===== src/design/slcm_pkg.sv =====
package slcm_pkg;

  // Field widths
  localparam int LEVEL_W    = 10;
  localparam int FREQ_W     = 16;
  localparam int COLOR_W    = 24;
  localparam int CH_W       = 8;
  localparam int CFG_IDX_W  = 3;
  localparam int CFG_DATA_W = 24;
  localparam int PROD_W     = FREQ_W + CH_W;

  // Default history length
  localparam int HIST_DEPTH_DEF = 16;

  typedef logic [LEVEL_W-1:0]    level_t;
  typedef logic [FREQ_W-1:0]     freq_t;
  typedef logic [COLOR_W-1:0]    color_t;
  typedef logic [CH_W-1:0]       chan_t;
  typedef logic [CFG_IDX_W-1:0]  cfg_idx_t;
  typedef logic [CFG_DATA_W-1:0] cfg_data_t;

  // Register indexes
  localparam cfg_idx_t REG_MIN_FREQ  = 3'd0;
  localparam cfg_idx_t REG_MID_FREQ  = 3'd1;
  localparam cfg_idx_t REG_MAX_FREQ  = 3'd2;
  localparam cfg_idx_t REG_LOW_COLOR = 3'd3;
  localparam cfg_idx_t REG_MID_COLOR = 3'd4;
  localparam cfg_idx_t REG_HI_COLOR  = 3'd5;
  localparam cfg_idx_t REG_LVL_FLOOR = 3'd6;

  // Reset values
  localparam freq_t  RST_MIN_FREQ  = 16'd60;
  localparam freq_t  RST_MID_FREQ  = 16'd500;
  localparam freq_t  RST_MAX_FREQ  = 16'd2000;
  localparam color_t RST_LOW_COLOR = 24'hFF0000;
  localparam color_t RST_MID_COLOR = 24'h00FF00;
  localparam color_t RST_HI_COLOR  = 24'h0000FF;
  localparam level_t RST_LVL_FLOOR = 10'd50;

  // Full-scale channel value
  localparam chan_t CH_MAX = 8'd255;

  // Channel select codes
  localparam logic [1:0] CH_RED   = 2'd0;
  localparam logic [1:0] CH_GREEN = 2'd1;
  localparam logic [1:0] CH_BLUE  = 2'd2;

  // Pick one 8-bit channel out of a packed RGB word
  function automatic chan_t chan_of(color_t rgb, logic [1:0] ch);
    chan_t res;
    case (ch)
      CH_RED:   res = rgb[23:16];
      CH_GREEN: res = rgb[15:8];
      default:  res = rgb[7:0];
    endcase
    return res;
  endfunction

endpackage


===== src/design/slcm_ram.sv =====
module slcm_ram #(
  parameter int WIDTH = 8,
  parameter int DEPTH = 16,
  localparam int AddrW = (DEPTH > 1) ? $clog2(DEPTH) : 1
) (
  input  logic             clk,
  input  logic             wr_en,
  input  logic [AddrW-1:0] wr_addr,
  input  logic [WIDTH-1:0] wr_data,
  input  logic             rd_en,
  input  logic [AddrW-1:0] rd_addr,
  output logic [WIDTH-1:0] rd_data
);

  logic [WIDTH-1:0] mem [DEPTH];
  logic [WIDTH-1:0] rd_data_r;

  always_ff @(posedge clk) begin
    if (wr_en) begin
      mem[wr_addr] <= wr_data;
    end
    if (rd_en) begin
      rd_data_r <= mem[rd_addr];
    end
  end

  assign rd_data = rd_data_r;

endmodule


===== src/design/sound_level_color_mapper_top.sv =====
// Takes one item at a time; the next is taken the cycle after the result is loaded.
// A lit item makes seven passes through the shared multiplier and 8-step divider: each
// pass loads the product (ST_MUL), runs the divide steps (ST_DIV) and stores the quotient
// (ST_POST). The history scan reads one entry per cycle from the level RAM.
// Reset (synchronous, rst_n low) restores register defaults and empties the history.
module sound_level_color_mapper_top #(
  parameter int HISTORY_DEPTH = slcm_pkg::HIST_DEPTH_DEF
) (
  input  logic                clk,
  input  logic                rst_n,
  // input channel
  input  logic                in_valid,
  output logic                in_stall,
  input  slcm_pkg::level_t    in_rms_level,
  input  slcm_pkg::freq_t     in_peak_frequency,
  // result channel
  output logic                out_valid,
  input  logic                out_stall,
  output slcm_pkg::chan_t     out_red,
  output slcm_pkg::chan_t     out_green,
  output slcm_pkg::chan_t     out_blue,
  output logic                out_lit,
  // configuration
  input  logic                cfg_valid,
  output logic                cfg_ready,
  input  slcm_pkg::cfg_idx_t  cfg_index,
  input  slcm_pkg::cfg_data_t cfg_wdata
);

  import slcm_pkg::*;

  localparam int PTR_W = (HISTORY_DEPTH > 1) ? $clog2(HISTORY_DEPTH) : 1;
  localparam int CNT_W = $clog2(HISTORY_DEPTH + 1);

  // Sequencer states
  localparam logic [2:0] ST_IDLE = 3'd0;
  localparam logic [2:0] ST_SCAN = 3'd1;
  localparam logic [2:0] ST_GATE = 3'd2;
  localparam logic [2:0] ST_MUL  = 3'd3;
  localparam logic [2:0] ST_DIV  = 3'd4;
  localparam logic [2:0] ST_POST = 3'd5;
  localparam logic [2:0] ST_FIN  = 3'd6;

  // Shared-unit operations, in issue order
  localparam logic [2:0] OP_BRIGHT  = 3'd0;
  localparam logic [2:0] OP_BLEND_R = 3'd1;
  localparam logic [2:0] OP_BLEND_G = 3'd2;
  localparam logic [2:0] OP_BLEND_B = 3'd3;
  localparam logic [2:0] OP_SCALE_R = 3'd4;
  localparam logic [2:0] OP_SCALE_G = 3'd5;
  localparam logic [2:0] OP_SCALE_B = 3'd6;

  localparam logic [2:0] DIV_LAST = 3'd7;

  // Configuration registers
  freq_t  cfg_min_r, cfg_mid_r, cfg_max_r;
  color_t cfg_low_r, cfg_mcol_r, cfg_hcol_r;
  level_t cfg_floor_r;

  // Sequencer and datapath registers
  logic [2:0]       state_r;
  logic [2:0]       op_r;
  logic [2:0]       it_r;
  level_t           lv_r, lo_r, hi_r, newest_r;
  freq_t            fq_r;
  logic             got_new_r;
  logic [CNT_W-1:0] iss_cnt_r;
  logic [PTR_W-1:0] rd_ptr_r;
  logic             rd_pend_r;
  logic [15:0]      rem_r;
  chan_t            quo_r;
  freq_t            dvs_r;
  chan_t            bright_r;
  chan_t            base_r [3];
  chan_t            rgb_r  [3];
  logic             lit_r;

  // History bookkeeping
  logic [CNT_W-1:0] hist_cnt_r;
  logic [PTR_W-1:0] new_ptr_r;

  // Output register
  logic  out_valid_r;
  chan_t out_red_r, out_green_r, out_blue_r;
  logic  out_lit_r;

  // Combinational signals
  logic             in_acc;
  logic             fin_go;
  logic             rd_en;
  level_t           rd_data;
  logic [PTR_W-1:0] wr_ptr;
  logic [PTR_W-1:0] rd_ptr_prev;
  logic [1:0]       ch_idx;
  logic             upper;
  chan_t            a_ch, b_ch, dmag;
  logic             diff_neg;
  freq_t            seg_pos, seg_span;
  freq_t            mul_a;
  chan_t            mul_b;
  freq_t            dvs;
  logic [PROD_W-1:0] mul_prod;
  logic [16:0]      trial;
  logic             ge;
  logic             lit_now;

  assign in_acc    = in_valid && !in_stall;
  assign in_stall  = (state_r != ST_IDLE);
  assign cfg_ready = 1'b1;
  assign fin_go    = (state_r == ST_FIN) && (!out_valid_r || !out_stall);

  assign out_valid = out_valid_r;
  assign out_red   = out_red_r;
  assign out_green = out_green_r;
  assign out_blue  = out_blue_r;
  assign out_lit   = out_lit_r;

  // Ring pointer arithmetic
  assign wr_ptr      = (new_ptr_r == PTR_W'(HISTORY_DEPTH - 1)) ? '0 : new_ptr_r + 1'b1;
  assign rd_ptr_prev = (rd_ptr_r == '0) ? PTR_W'(HISTORY_DEPTH - 1) : rd_ptr_r - 1'b1;

  // History scan issues one read per cycle while entries remain
  assign rd_en = (state_r == ST_SCAN) && (iss_cnt_r < hist_cnt_r);

  slcm_ram #(
    .WIDTH (LEVEL_W),
    .DEPTH (HISTORY_DEPTH)
  ) u_hist (
    .clk     (clk),
    .wr_en   (fin_go),
    .wr_addr (wr_ptr),
    .wr_data (lv_r),
    .rd_en   (rd_en),
    .rd_addr (rd_ptr_r),
    .rd_data (rd_data)
  );

  // Channel served by the current operation
  always_comb begin
    case (op_r)
      OP_BLEND_R, OP_SCALE_R: ch_idx = CH_RED;
      OP_BLEND_G, OP_SCALE_G: ch_idx = CH_GREEN;
      default:                ch_idx = CH_BLUE;
    endcase
  end

  // Blend segment selection
  assign upper    = (fq_r >= cfg_mid_r);
  assign a_ch     = upper ? chan_of(cfg_mcol_r, ch_idx) : chan_of(cfg_low_r, ch_idx);
  assign b_ch     = upper ? chan_of(cfg_hcol_r, ch_idx) : chan_of(cfg_mcol_r, ch_idx);
  assign diff_neg = (b_ch < a_ch);
  assign dmag     = diff_neg ? a_ch - b_ch : b_ch - a_ch;
  assign seg_pos  = upper ? fq_r - cfg_mid_r : fq_r;
  assign seg_span = upper ? cfg_max_r - cfg_mid_r : cfg_mid_r - 1'b1;

  // Operand mux for the shared multiplier and divider
  always_comb begin
    case (op_r)
      OP_BRIGHT: begin
        mul_a = FREQ_W'(lv_r - lo_r);
        mul_b = CH_MAX;
        dvs   = FREQ_W'(hi_r - lo_r);
      end
      OP_BLEND_R, OP_BLEND_G, OP_BLEND_B: begin
        mul_a = seg_pos;
        mul_b = dmag;
        dvs   = seg_span;
      end
      OP_SCALE_R, OP_SCALE_G, OP_SCALE_B: begin
        mul_a = FREQ_W'(base_r[ch_idx]);
        mul_b = bright_r;
        dvs   = FREQ_W'(CH_MAX);
      end
      default: begin
        mul_a = '0;
        mul_b = '0;
        dvs   = '0;
      end
    endcase
  end

  assign mul_prod = PROD_W'(mul_a) * PROD_W'(mul_b);

  // One restoring division step; quotient always fits in 8 bits
  assign trial = {rem_r, quo_r[CH_W-1]};
  assign ge    = (trial >= {1'b0, dvs_r});

  assign lit_now = (lv_r > newest_r) && (fq_r >= cfg_min_r);

  // Configuration writes
  always_ff @(posedge clk) begin
    if (!rst_n) begin
      cfg_min_r   <= RST_MIN_FREQ;
      cfg_mid_r   <= RST_MID_FREQ;
      cfg_max_r   <= RST_MAX_FREQ;
      cfg_low_r   <= RST_LOW_COLOR;
      cfg_mcol_r  <= RST_MID_COLOR;
      cfg_hcol_r  <= RST_HI_COLOR;
      cfg_floor_r <= RST_LVL_FLOOR;
    end else if (cfg_valid && cfg_ready) begin
      case (cfg_index)
        REG_MIN_FREQ:  cfg_min_r   <= cfg_wdata[FREQ_W-1:0];
        REG_MID_FREQ:  cfg_mid_r   <= cfg_wdata[FREQ_W-1:0];
        REG_MAX_FREQ:  cfg_max_r   <= cfg_wdata[FREQ_W-1:0];
        REG_LOW_COLOR: cfg_low_r   <= cfg_wdata[COLOR_W-1:0];
        REG_MID_COLOR: cfg_mcol_r  <= cfg_wdata[COLOR_W-1:0];
        REG_HI_COLOR:  cfg_hcol_r  <= cfg_wdata[COLOR_W-1:0];
        REG_LVL_FLOOR: cfg_floor_r <= cfg_wdata[LEVEL_W-1:0];
        default: ;
      endcase
    end
  end

  // Control state
  always_ff @(posedge clk) begin
    if (!rst_n) begin
      state_r     <= ST_IDLE;
      rd_pend_r   <= 1'b0;
      hist_cnt_r  <= '0;
      new_ptr_r   <= '0;
      out_valid_r <= 1'b0;
    end else begin
      // result valid: loaded on finish, dropped once taken
      if (fin_go) begin
        out_valid_r <= 1'b1;
      end else if (out_valid_r && !out_stall) begin
        out_valid_r <= 1'b0;
      end
      case (state_r)
        ST_IDLE: begin
          rd_pend_r <= 1'b0;
          if (in_acc) begin
            state_r <= ST_SCAN;
          end
        end
        ST_SCAN: begin
          rd_pend_r <= rd_en;
          if (!rd_en && !rd_pend_r) begin
            state_r <= ST_GATE;
          end
        end
        ST_GATE: begin
          state_r <= lit_now ? ST_MUL : ST_FIN;
        end
        ST_MUL: begin
          state_r <= ST_DIV;
        end
        ST_DIV: begin
          if (it_r == DIV_LAST) begin
            state_r <= ST_POST;
          end
        end
        ST_POST: begin
          state_r <= (op_r == OP_SCALE_B) ? ST_FIN : ST_MUL;
        end
        ST_FIN: begin
          if (fin_go) begin
            new_ptr_r   <= wr_ptr;
            if (hist_cnt_r < CNT_W'(HISTORY_DEPTH)) begin
              hist_cnt_r <= hist_cnt_r + 1'b1;
            end
            state_r <= ST_IDLE;
          end
        end
        default: state_r <= ST_IDLE;
      endcase
    end
  end

  // Datapath
  always_ff @(posedge clk) begin
    case (state_r)
      ST_IDLE: begin
        if (in_acc) begin
          lv_r      <= in_rms_level;
          fq_r      <= (in_peak_frequency > cfg_max_r) ? cfg_max_r : in_peak_frequency;
          lo_r      <= in_rms_level;
          hi_r      <= in_rms_level;
          newest_r  <= '0;
          got_new_r <= 1'b0;
          iss_cnt_r <= '0;
          rd_ptr_r  <= new_ptr_r;
        end
      end
      ST_SCAN: begin
        if (rd_en) begin
          iss_cnt_r <= iss_cnt_r + 1'b1;
          rd_ptr_r  <= rd_ptr_prev;
        end
        // first entry returned is the newest one
        if (rd_pend_r) begin
          if (rd_data < lo_r) lo_r <= rd_data;
          if (rd_data > hi_r) hi_r <= rd_data;
          if (!got_new_r) begin
            newest_r  <= rd_data;
            got_new_r <= 1'b1;
          end
        end
      end
      ST_GATE: begin
        lit_r <= lit_now;
        op_r  <= OP_BRIGHT;
        if (hi_r < cfg_floor_r) hi_r <= cfg_floor_r;
        rgb_r[0] <= '0;
        rgb_r[1] <= '0;
        rgb_r[2] <= '0;
      end
      ST_MUL: begin
        rem_r <= mul_prod[PROD_W-1:CH_W];
        quo_r <= mul_prod[CH_W-1:0];
        dvs_r <= dvs;
        it_r  <= '0;
      end
      ST_DIV: begin
        rem_r <= ge ? 16'(trial - {1'b0, dvs_r}) : trial[15:0];
        quo_r <= {quo_r[CH_W-2:0], ge};
        it_r  <= it_r + 1'b1;
      end
      ST_POST: begin
        case (op_r)
          OP_BRIGHT: begin
            // zero span gives zero brightness
            bright_r <= (dvs_r == '0) ? '0 : quo_r;
          end
          OP_BLEND_R, OP_BLEND_G, OP_BLEND_B: begin
            // zero span keeps the segment's start colour
            if (dvs_r == '0) begin
              base_r[ch_idx] <= a_ch;
            end else begin
              base_r[ch_idx] <= diff_neg ? a_ch - quo_r : a_ch + quo_r;
            end
          end
          OP_SCALE_R, OP_SCALE_G, OP_SCALE_B: begin
            rgb_r[ch_idx] <= quo_r;
          end
          default: ;
        endcase
        op_r <= op_r + 1'b1;
      end
      ST_FIN: begin
        if (fin_go) begin
          out_red_r   <= rgb_r[0];
          out_green_r <= rgb_r[1];
          out_blue_r  <= rgb_r[2];
          out_lit_r   <= lit_r;
        end
      end
      default: ;
    endcase
  end

  // Checks
  a_cnt_bound: assert property (@(posedge clk) disable iff (!rst_n)
    hist_cnt_r <= CNT_W'(HISTORY_DEPTH))
    else $error("history count above depth");

  a_dark_unlit: assert property (@(posedge clk) disable iff (!rst_n)
    out_valid && !out_lit |-> (out_red == '0 && out_green == '0 && out_blue == '0))
    else $error("unlit item carries a colour");

  a_busy_after_acc: assert property (@(posedge clk) disable iff (!rst_n)
    in_valid && !in_stall |=> in_stall)
    else $error("second item accepted while busy");

  a_range_order: assert property (@(posedge clk) disable iff (!rst_n)
    state_r == ST_GATE |-> (lo_r <= lv_r && lv_r <= hi_r))
    else $error("level outside scanned range");

endmodule


===== config.mk =====
export PLATFORM = sky130hd
export DESIGN_NAME = sound_level_color_mapper_top
export DESIGN_NICKNAME = d
export VERILOG_FILES = /design/src/design/slcm_pkg.sv /design/src/design/slcm_ram.sv /design/src/design/sound_level_color_mapper_top.sv
export SDC_FILE = /design/constraint.sdc
export NUM_CORES = 1
export LEC_CHECK = 0
export BUFFER_PORTS_ARGS = -buffer_cell sky130_fd_sc_hd__buf_4
export CAP_MARGIN = 20
export CORE_MARGIN = 2
export CORE_UTILIZATION = 55
export DETAILED_ROUTE_END_ITERATION = 10
export GPL_TIMING_DRIVEN = 0
export HOLD_SLACK_MARGIN = 0.05
export PLACE_DENSITY = 0.72
export SLEW_MARGIN = 20
export SYNTH_ARGS = -nofsm -noshare
export SYNTH_HDL_FRONTEND = slang
export SYNTH_SLANG_ARGS = --single-unit

===== constraint.sdc =====
create_clock -name clk -period 14.1 [get_ports clk]
set_input_delay 2.115 -clock clk [delete_from_list [all_inputs] [get_ports clk]]
set_output_delay 2.115 -clock clk [all_outputs]
set_load 0.01 [all_outputs]

* Word level (Yosys, flattened, before mapping)
Memory sizes are Yosys's and may differ from the RTL's. A register that Yosys moved wholly into a read port is not among the register bits.
Cells that the tools add are included.
** Word-level totals
- Bits in registers :: 266
- Bits in writable memories :: 208
- Output and inout bits :: 28
- Memories :: 3
** Memories
- u_hist.mem :: depth 16, width 10, read ports 1, clocked after memory_dff 1, wr ports 1, line slcm_ram.sv:15 : logic [WIDTH-1:0] mem [DEPTH];
- base_r :: depth 3, width 8, read ports 1, clocked after memory_dff 0, wr ports 1, line sound_level_color_mapper_top.sv:74 : chan_t base_r [3];
- rgb_r :: depth 3, width 8, read ports 3, clocked after memory_dff 3, wr ports 3, line sound_level_color_mapper_top.sv:75 : chan_t rgb_r [3];
** Cells by class
- Add/subtract/negate cells :: 16
- Multiply operators :: 1
- $lt $le $gt $ge :: 11
- Equal/unequal tests :: 31
- Multiplexer cells :: 71
- Bitwise gates (word level) :: 1
- Reduce and logical (&&, ||, !) cells :: 46
** Operator list (count)
- $pmux 16 s3 :: 2
- $mux 10 :: 9
- $mux 16 :: 4
- $pmux 8 s2 :: 4
- $mux 8 :: 6
- $sub 16x16->16 :: 3
- $pmux 10 s2 :: 2
- $ge 16x16->1 :: 2
- $pmux 16 s2 :: 1
- $eq 3x3->1 const B :: 10
- $pmux 10 s3 :: 1
- $mul 16x8->24 :: 1
- $pmux 8 s3 :: 1
- $sub 8x8->8 :: 3
- $sub 10x10->11 :: 2
- $pmux 3 s7 :: 1
- $gt 10x10->1 :: 2
- $lt 10x10->1 :: 2
- $mux 1 :: 20
- $reduce_and 2->1 :: 10
- $eq 3x2->1 const B :: 6
- $mux 3 :: 6
- $ge 17x16->1 :: 1
- $gt 16x16->1 :: 1
- other kinds (38) :: 77

* Logic depth before layout (Yosys ltp)
Gate-level depths: netlist of the first run.
- Depth in word-level cells :: 11
- Mapped depth :: 50
- Mapped depth without buffers :: 45

* Modules after synthesis
A second synthesis of the first run with hierarchy kept.
** Unflattened totals
- Cell total of the unflattened synthesis :: 3070
- Area total of the unflattened synthesis :: 31435.1 um^2
** By module, submodules not included
- sound_level_color_mapper_top :: times used 1, cells each 2791, area an instance 24981.5 um^2
- slcm_ram :: times used 1, cells each 279, area an instance 6453.7 um^2

* Worst setup path before layout of the first run
Ideal clock, no wire load.
- Kind :: flip-flop to flip-flop
- Start :: register fq_r[13]
- End :: register rem_r[14] (data pin)
- Setup time :: 268 ps
- Arrival time :: 9891 ps
- Data required time :: 13832 ps
- Setup slack :: 3941 ps
- Cell stages (with the launch flop) :: 44
- Path buffers :: 5
- Period minus slack after synthesis :: 10159 ps
- Cells stage by stage :: edfxtp_1 -> ha_1 -> a21o_1 -> a211o_1 -> nor4_1 -> or2_1 -> buf_2 -> clkbuf_1 -> clkbuf_1 -> clkbuf_1 -> nor2_1 -> a21oi_1 -> ha_1 -> inv_1 -> fa_1 -> a21o_1 -> a21o_1 -> nand3_1 -> [8 not listed] -> nor2_1 -> fa_1 -> fa_1 -> fa_1 -> inv_1 -> fa_1 -> inv_1 -> ha_1 -> a21o_1 -> a21o_1 -> nand2_1 -> o21ai_0 -> o31ai_1 -> nor2_1 -> o41ai_1 -> o21ai_0 -> xnor2_1 -> mux2i_1
** On the way
- Longest elaborated chain between the ends :: 7
** RTL lines
- start, declared :: line sound_level_color_mapper_top.sv:65 : freq_t fq_r;
- start signal, assigned :: line sound_level_color_mapper_top.sv:276 : fq_r <= (in_peak_frequency > cfg_max_r) ? cfg_max_r : in_peak_frequency;
- $ge 16x16->1 :: line sound_level_color_mapper_top.sv:148 : assign upper = (fq_r >= cfg_mid_r);
- $mux 8 (on tied branches) :: line sound_level_color_mapper_top.sv:150, sound_level_color_mapper_top.sv:149
- $sub 8x8->8 or $lt 8x8->1 (tied branches) :: line sound_level_color_mapper_top.sv:152, sound_level_color_mapper_top.sv:151
- $mux 8 :: line sound_level_color_mapper_top.sv:152 : assign dmag = diff_neg ? a_ch - b_ch : b_ch - a_ch;
- $pmux 8 s3 :: line sound_level_color_mapper_top.sv:158 : case (op_r)
- $mul 16x8->24 (*) :: line sound_level_color_mapper_top.sv:182 : assign mul_prod = PROD_W'(mul_a) * PROD_W'(mul_b);
- $pmux 16 s2 (*) :: line sound_level_color_mapper_top.sv:272 : case (state_r)
- end signal, assigned :: line sound_level_color_mapper_top.sv:309 : rem_r <= mul_prod[PROD_W-1:CH_W];
- end signal, assigned :: line sound_level_color_mapper_top.sv:315 : rem_r <= ge ? 16'(trial - {1'b0, dvs_r}) : trial[15:0];
- end, declared :: line sound_level_color_mapper_top.sv:70 : logic [15:0] rem_r;
Every way passes the cells marked *; elsewhere a longest branch is shown, timed or not.
A chain may end at the register's enable or synchronous reset.

* Worst setup path after layout of the first run
- Start :: register fq_r[13]
- End :: register rem_r[9] (data pin)
The elaborated chain is that of the path after synthesis.

==> flow_metrics.tcl, run 1 <==
set metrics [dict create \
    grt.total_usage 0.306 \
    netlist_area_um2 31000 \
    start_util 0.553 \
    path_delay_family "compound AO/OA/AOI/OAI gates" \
    start_kind "flip-flop" \
    cts_sinks 508 \
    synth_area_leader_cell "edfxtp_1" \
    crit_slowest_cell "buf_1" \
    grt_first_pass_wirelength_mm 137 \
    synthTopCellsByArea "edfxtp_1, dfxtp_1, ha_1" \
    ant_nets 0 \
    grt_overflow 0 \
    first_global_vias 23600 \
    avgSynthCellArea_um2 10.3 \
    slowest_delay_ns 0.71 \
    htree_levels 2 \
    tightest_slew_ns 1.17 \
    yosys.cell_types.count 80 \
    cp_common_cell "fa_1" \
    fmax_mhz 76.6 \
    drive_gt1_frac 0.0954 \
    cts.path.max_buffers 3 \
    crit_type "reg -> reg" \
    chipWidth_um 242 \
    rows 87 \
    dieArea_um2 58300 \
    viasPerCell 5.98 \
    setup_viol 0 \
    grt_start_max_net_pins 25 \
    remaining_drc_errors 0 \
    async_flop_share 0 \
    fin_tns_setup_ns 0 \
    crit_buf_inv 9 \
    synthCells 3007 \
    cts_tree "done" \
    grt_antenna_before_repair 0 \
    hold_class "reg -> reg" \
    route.final.wire_length_mm 90.0 \
    status "completed" \
    finalCritPeriodShare 0.925 \
    post_cts.repair.setup_buffers 0 \
    skew_ns 0.0659 \
    maxSlewViolCount 0 \
    ys_seq_elements 508 \
    wire_per_inst_um 22.8 \
    cp_data_required_time_ns 14.43 \
    numPortBuffers 83 \
    clk_latency_ns 0.67 \
    path_clk_slew_ns 0.06 \
    ioPinCount 86 \
    dr.pass1.iters 5 \
    ys.flop_type "edfxtp_1" \
    synth_edf_count 364 \
    relSlewSlack 0.218 \
    cts_resized 0 \
    place_congestion 0.974 \
    netlist.area_leader.share 0.352 \
    drtIter0Drc 2334 \
    hpwlAfterDp_mm 69.3 \
    clockRootBuffer "clkbuf_16" \
    cts_hold_buf 0 \
    layout_min_cycle_time_ns 13.05 \
    cp-end-kind "flip-flop" \
    yosysSeqAreaShare 0.445 \
    die_h_um 242 \
    drv_cap 0 \
    finalHoldViolations 0 \
    numCtsBuffers 52 \
    syn_to_final_growth_pct 11.5 \
    crit_arrival_ns 13.38 \
    crit_fanout 10 \
    fin_nets 3526 \
    yosys_warnings 0 \
    synth_nets 3379 \
    vias 23700 \
    core_um2 56100 \
    rsz0062_at_grt "false" \
]
-- kinds of logic (layout without fill, tap and decap cells) --
group | Yosys count | in the layout | synth area share
xor gates and xnor gates | 96 | 96 | 0.0271
other | 1 | 3 | 0.000121
and+or+nand+nor | 954 | 954 | 0.138
buffers and inverters | 431 | 620 | 0.0537
muxes | 93 | 93 | 0.0510
DFF | 508 | 508 | 0.445
AOI/OAI and AO/OA | 609 | 609 | 0.136
adders and majority gates | 315 | 315 | 0.149
-- layout by cell type (no fill, tap or decap), drive strengths merged, types with 105 or more instances in the layout --
cell type  instances
a21boi           105
a21oi            121
nand2            405
edfxtp           364
dfxtp            144
ha               222
clkbuf           160
nor2             254
inv              311
buf              116
-- worst register-to-register path, delay by kind of cell, from the launching register on --
kind	cells	cell delay [ns]
AO/OA/AOI/OAI	18	4.32
adder cells (fa/ha/maj)	7	3.07
buffers and inverters	9	2.78
AND/OR/NAND/NOR	8	1.48
flip-flops	1	0.56
multiplexers	2	0.53
-- worst paths after layout --
kind,slack (ns),to,from,cells after the start
max,1.05,rem_r[9],fq_r[13],44
min,0.42,out_green[7],rgb_r[1][7],0
max reg2reg,1.05,rem_r[9],fq_r[13],44
min reg2reg,0.42,out_green[7],rgb_r[1][7],0
-- metal layers --
| metal | vias up | global-route usage | wire length (um) | part of all wire |
|---|---|---|---|---|
| met5 | - | 0 | 0 | 0 |
| met4 | 0 | 0.160 | 5130 | 0.057 |
| met3 | 255 | 0.0396 | 6600 | 0.073 |
| met2 | 1066 | 0.513 | 42800 | 0.48 |
| met1 | 11500 | 0.389 | 35500 | 0.39 |
| li1 | 10900 | - | - | - |
-- Yosys cell counts, types with 6 or more instances --
library cell    n
or3_1          18
nor2b_1        39
a21boi_0      105
a21oi_1       120
a21o_1         60
a222oi_1       15
o22ai_1        21
o21bai_1       12
o211ai_1       31
and2_1         46
nand2b_1       29
mux2_2         21
fa_1           92
or2_2          16
o21ai_0        98
o221ai_1        8
nor4_1         29
clkbuf_1       98
and3_1          6
o21a_1         21
a31oi_1        13
buf_1          12
a211oi_1       12
dfxtp_1       144
o31ai_1        18
xnor2_1        64
a221o_1        21
xor2_1         32
nand3_1        46
inv_1         309
mux4_2         50
edfxtp_1      364
mux2i_1        22
ha_1          222
nand4_1        22
nand2_1       405
a211o_1         6
nor2_1        254
nor3_1         29
-- sequential cells by signal (all words and copies together) (netlist names), 10 cells and up --
name,cells
u_hist.mem,160
base_r,24
cfg_hcol_r,24
cfg_low_r,24
cfg_mcol_r,24
rgb_r,24
cfg_max_r,16
cfg_mid_r,16
cfg_min_r,16
dvs_r,16
fq_r,16
rem_r,16
cfg_floor_r,10
hi_r,10
lo_r,10
lv_r,10
newest_r,10
u_hist.rd_data,10
-- metrics by stage --
stage / setup WS (ns) / hold slack [ns] / instances / util / area, um^2
detailed placement: 1.45 / 0.405 / 3855 / 0.584 / 32800
global route: 0.425 / 0.414 / 3952 / 0.617 / 34600
global placement: 1.60 / 0.402 / 3846 / 0.581 / 32600
floorplan: 3.94 / 0.400 / 3007 / - / 31000
finish: 1.05 / 0.418 / 3954 / 0.617 / 34600
CTS: 1.38 / 0.407 / 3951 / 0.617 / 34600
-- cell type report --
cell class              instances  area [um^2]
fillers                      4517        21500
multi-input cells            2068        15600
flip-flops and latches        508        13800
clock buffers                  61         1380
inverters                     309         1160
well taps                     756          946
repair buffers                 93          751
plain buffers                 122          507
clock inverters                35          439
diodes                          2         5.00
Power of run 1 is not shown: default switching activity piles up to over one toggle a cycle in this logic, so the estimate is an artifact.
==> inputs of run 2 (changes only) <==
- ABC_AREA: default -> 1
- CTS_CLUSTER_DIAMETER: default -> 150
- PLACE_DENSITY: 0.72 -> 0.74
==> run 2 against run 1 <==
Via count is 6.0% higher; critical path type unchanged; sequential share of layout area grew 0.67 points; first-iteration DRC count rose by 3.8%; sequential cell count unchanged; worst setup slack better by 2.3 ns; critical endpoint is now rem_r[13].
==> flow_metrics.tcl, run 2 <==
set metrics [dict create \
    status "completed" \
    multi_input_area_um2 14500 \
    syn_to_final_growth_pct 11.2 \
    ys_seq_elements 508 \
    wire_per_inst_um 19.9 \
    hpwlAfterDp_mm 66.2 \
    cts_tree "done" \
    avgSynthCellArea_um2 8.93 \
    synth.most_common_cell "nand2_1" \
    die_h_um 240 \
    clk_latency_ns 0.63 \
    netlist_area_um2 30600 \
    numCtsBuffers 52 \
    cts.path.max_buffers 3 \
    path_clk_slew_ns 0.06 \
    slowest_delay_ns 0.60 \
    netlist.area_leader.share 0.357 \
    n_fill_cell 4708 \
    first_global_vias 23900 \
    ioPinCount 86 \
    vias 25100 \
    rows 86 \
    fin_tns_setup_ns 0 \
    fmax_mhz 93.2 \
    cts_sinks 508 \
    place_congestion 0.945 \
    ys.flop_type "edfxtp_1" \
    grt_antenna_before_repair 3 \
    route.final.wire_length_mm 87.0 \
    ant_nets 0 \
    dieArea_um2 57500 \
    yosys_warnings 0 \
    path_delay_family "adder cells" \
    drv_cap 0 \
    largest-register "u_hist.mem" \
    yosysSeqAreaShare 0.452 \
    largest_reg_flops 160 \
    start_kind "flip-flop" \
    setup_viol 0 \
    crit_fanout 10 \
    htree_levels 2 \
    numPortBuffers 83 \
    synth_edf_count 364 \
    mostFrequentLayoutCell "nand2_1" \
    final_cell_mix "nand2_1, inv_1, nor2_1, edfxtp_1, o21ai_0" \
    layout.area.seq_um2 13800 \
    crit_slowest_cell "fa_1" \
    clockRootBuffer "clkbuf_16" \
    cp_common_cell "inv_1" \
    layout_min_cycle_time_ns 10.72 \
    finalHoldViolations 0 \
    crit_arrival_ns 11.08 \
    cp_data_required_time_ns 14.45 \
    rsz0062_at_grt "false" \
    hold_class "reg -> reg" \
    crit_type "reg -> reg" \
    drtIter0Drc 2423 \
    skew_ns 0.0425 \
    grt_start_max_net_pins 31 \
    cp-end-kind "flip-flop" \
    fin_nets 3943 \
    crit_buf_inv 17 \
    async_flop_share 0 \
    remaining_drc_errors 0 \
    cts_hold_buf 0 \
    synthCells 3424 \
    antennaDiodeCount 0 \
    viasPerCell 5.75 \
    maxSlewViolCount 0 \
    chipWidth_um 240 \
    start_util 0.556 \
    drive_gt1_frac 0.0733 \
    tightest_slew_ns 1.22 \
    grt_overflow 0 \
    yosys.cell_types.count 59 \
    dr.pass1.iters 6 \
    synth_area_leader_cell "edfxtp_1" \
    grt_first_pass_wirelength_mm 133 \
    post_cts.repair.setup_buffers 0 \
    relSlewSlack 0.178 \
    synthTopCellsByArea "edfxtp_1, dfxtp_1, ha_1" \
    synth_nets 3796 \
    yosys-top-cells-count "nand2_1, inv_1, nor2_1, edfxtp_1, o21ai_0" \
    cts_resized 0 \
    grt.total_usage 0.304 \
    core_um2 55000 \
    finalCritPeriodShare 0.761 \
]
[run 2: cells by family (layout without fill, tap and decap cells)]
logic type	after synthesis	count (layout)	synth area share
AO/OA/AOI/OAI	810	810	0.152
XOR/XNOR	54	54	0.0155
buffers and inverters	600	790	0.0756
adder cells (fa/ha/maj)	314	314	0.151
other	1	1	0.000123
AND/OR/NAND/NOR	1137	1137	0.154
flip-flops	508	508	0.452
[run 2: worst paths after layout]
kind / start / cells after the start / slack (ns) / end
worst min register to register: rgb_r[1][5] / 0 / 0.42 / out_green[5]
worst max-delay path: fq_r[0] / 52 / 3.38 / rem_r[13]
worst min-delay path: rgb_r[1][5] / 0 / 0.42 / out_green[5]
worst max register to register: fq_r[0] / 52 / 3.38 / rem_r[13]
[run 2: metal layers]
layer,vias up,global-route usage,share of wire
met4,2,0.139,0.050
li1,11900,-,-
met2,1152,0.491,0.46
met5,-,0,0.00015
met3,249,0.0422,0.081
met1,11800,0.407,0.41
[run 2: area by class of cell]
| cell class | instances | area share |
|---|---|---|
| Buffer | 122 | 0.0153 |
| Clock buffer | 62 | 0.0402 |
| Clock inverter | 35 | 0.0104 |
| Inverter | 478 | 0.0528 |
| Multi-Input combinational cell | 2316 | 0.426 |
| Sequential cell | 508 | 0.406 |
| Tap cell | 748 | 0.0275 |
| Timing Repair Buffer | 93 | 0.0214 |
[run 2: per-stage QoR]
stage | cells | worst slack, ns | util | instance area, um^2 | hold WS [ns]
floorplan | 3424 | 5.43 | - | 30600 | 0.400
global placement | 4255 | 3.68 | 0.584 | 32100 | 0.402
detailed placement | 4263 | 3.57 | 0.587 | 32300 | 0.405
CTS | 4360 | 3.51 | 0.618 | 34000 | 0.418
global route | 4362 | 2.43 | 0.619 | 34000 | 0.419
finish | 4362 | 3.38 | 0.619 | 34000 | 0.417
[run 2: worst register-to-register path: cells and delay by family, from the launching register on]
family | cells | cell delay [ns]
AOI/OAI and AO/OA | 8 | 1.90
adders and majority gates | 9 | 3.54
DFF | 1 | 0.44
buffers and inverters | 17 | 2.11
and+or+nand+nor | 18 | 2.49
Power of run 2 is left out for the same reason.
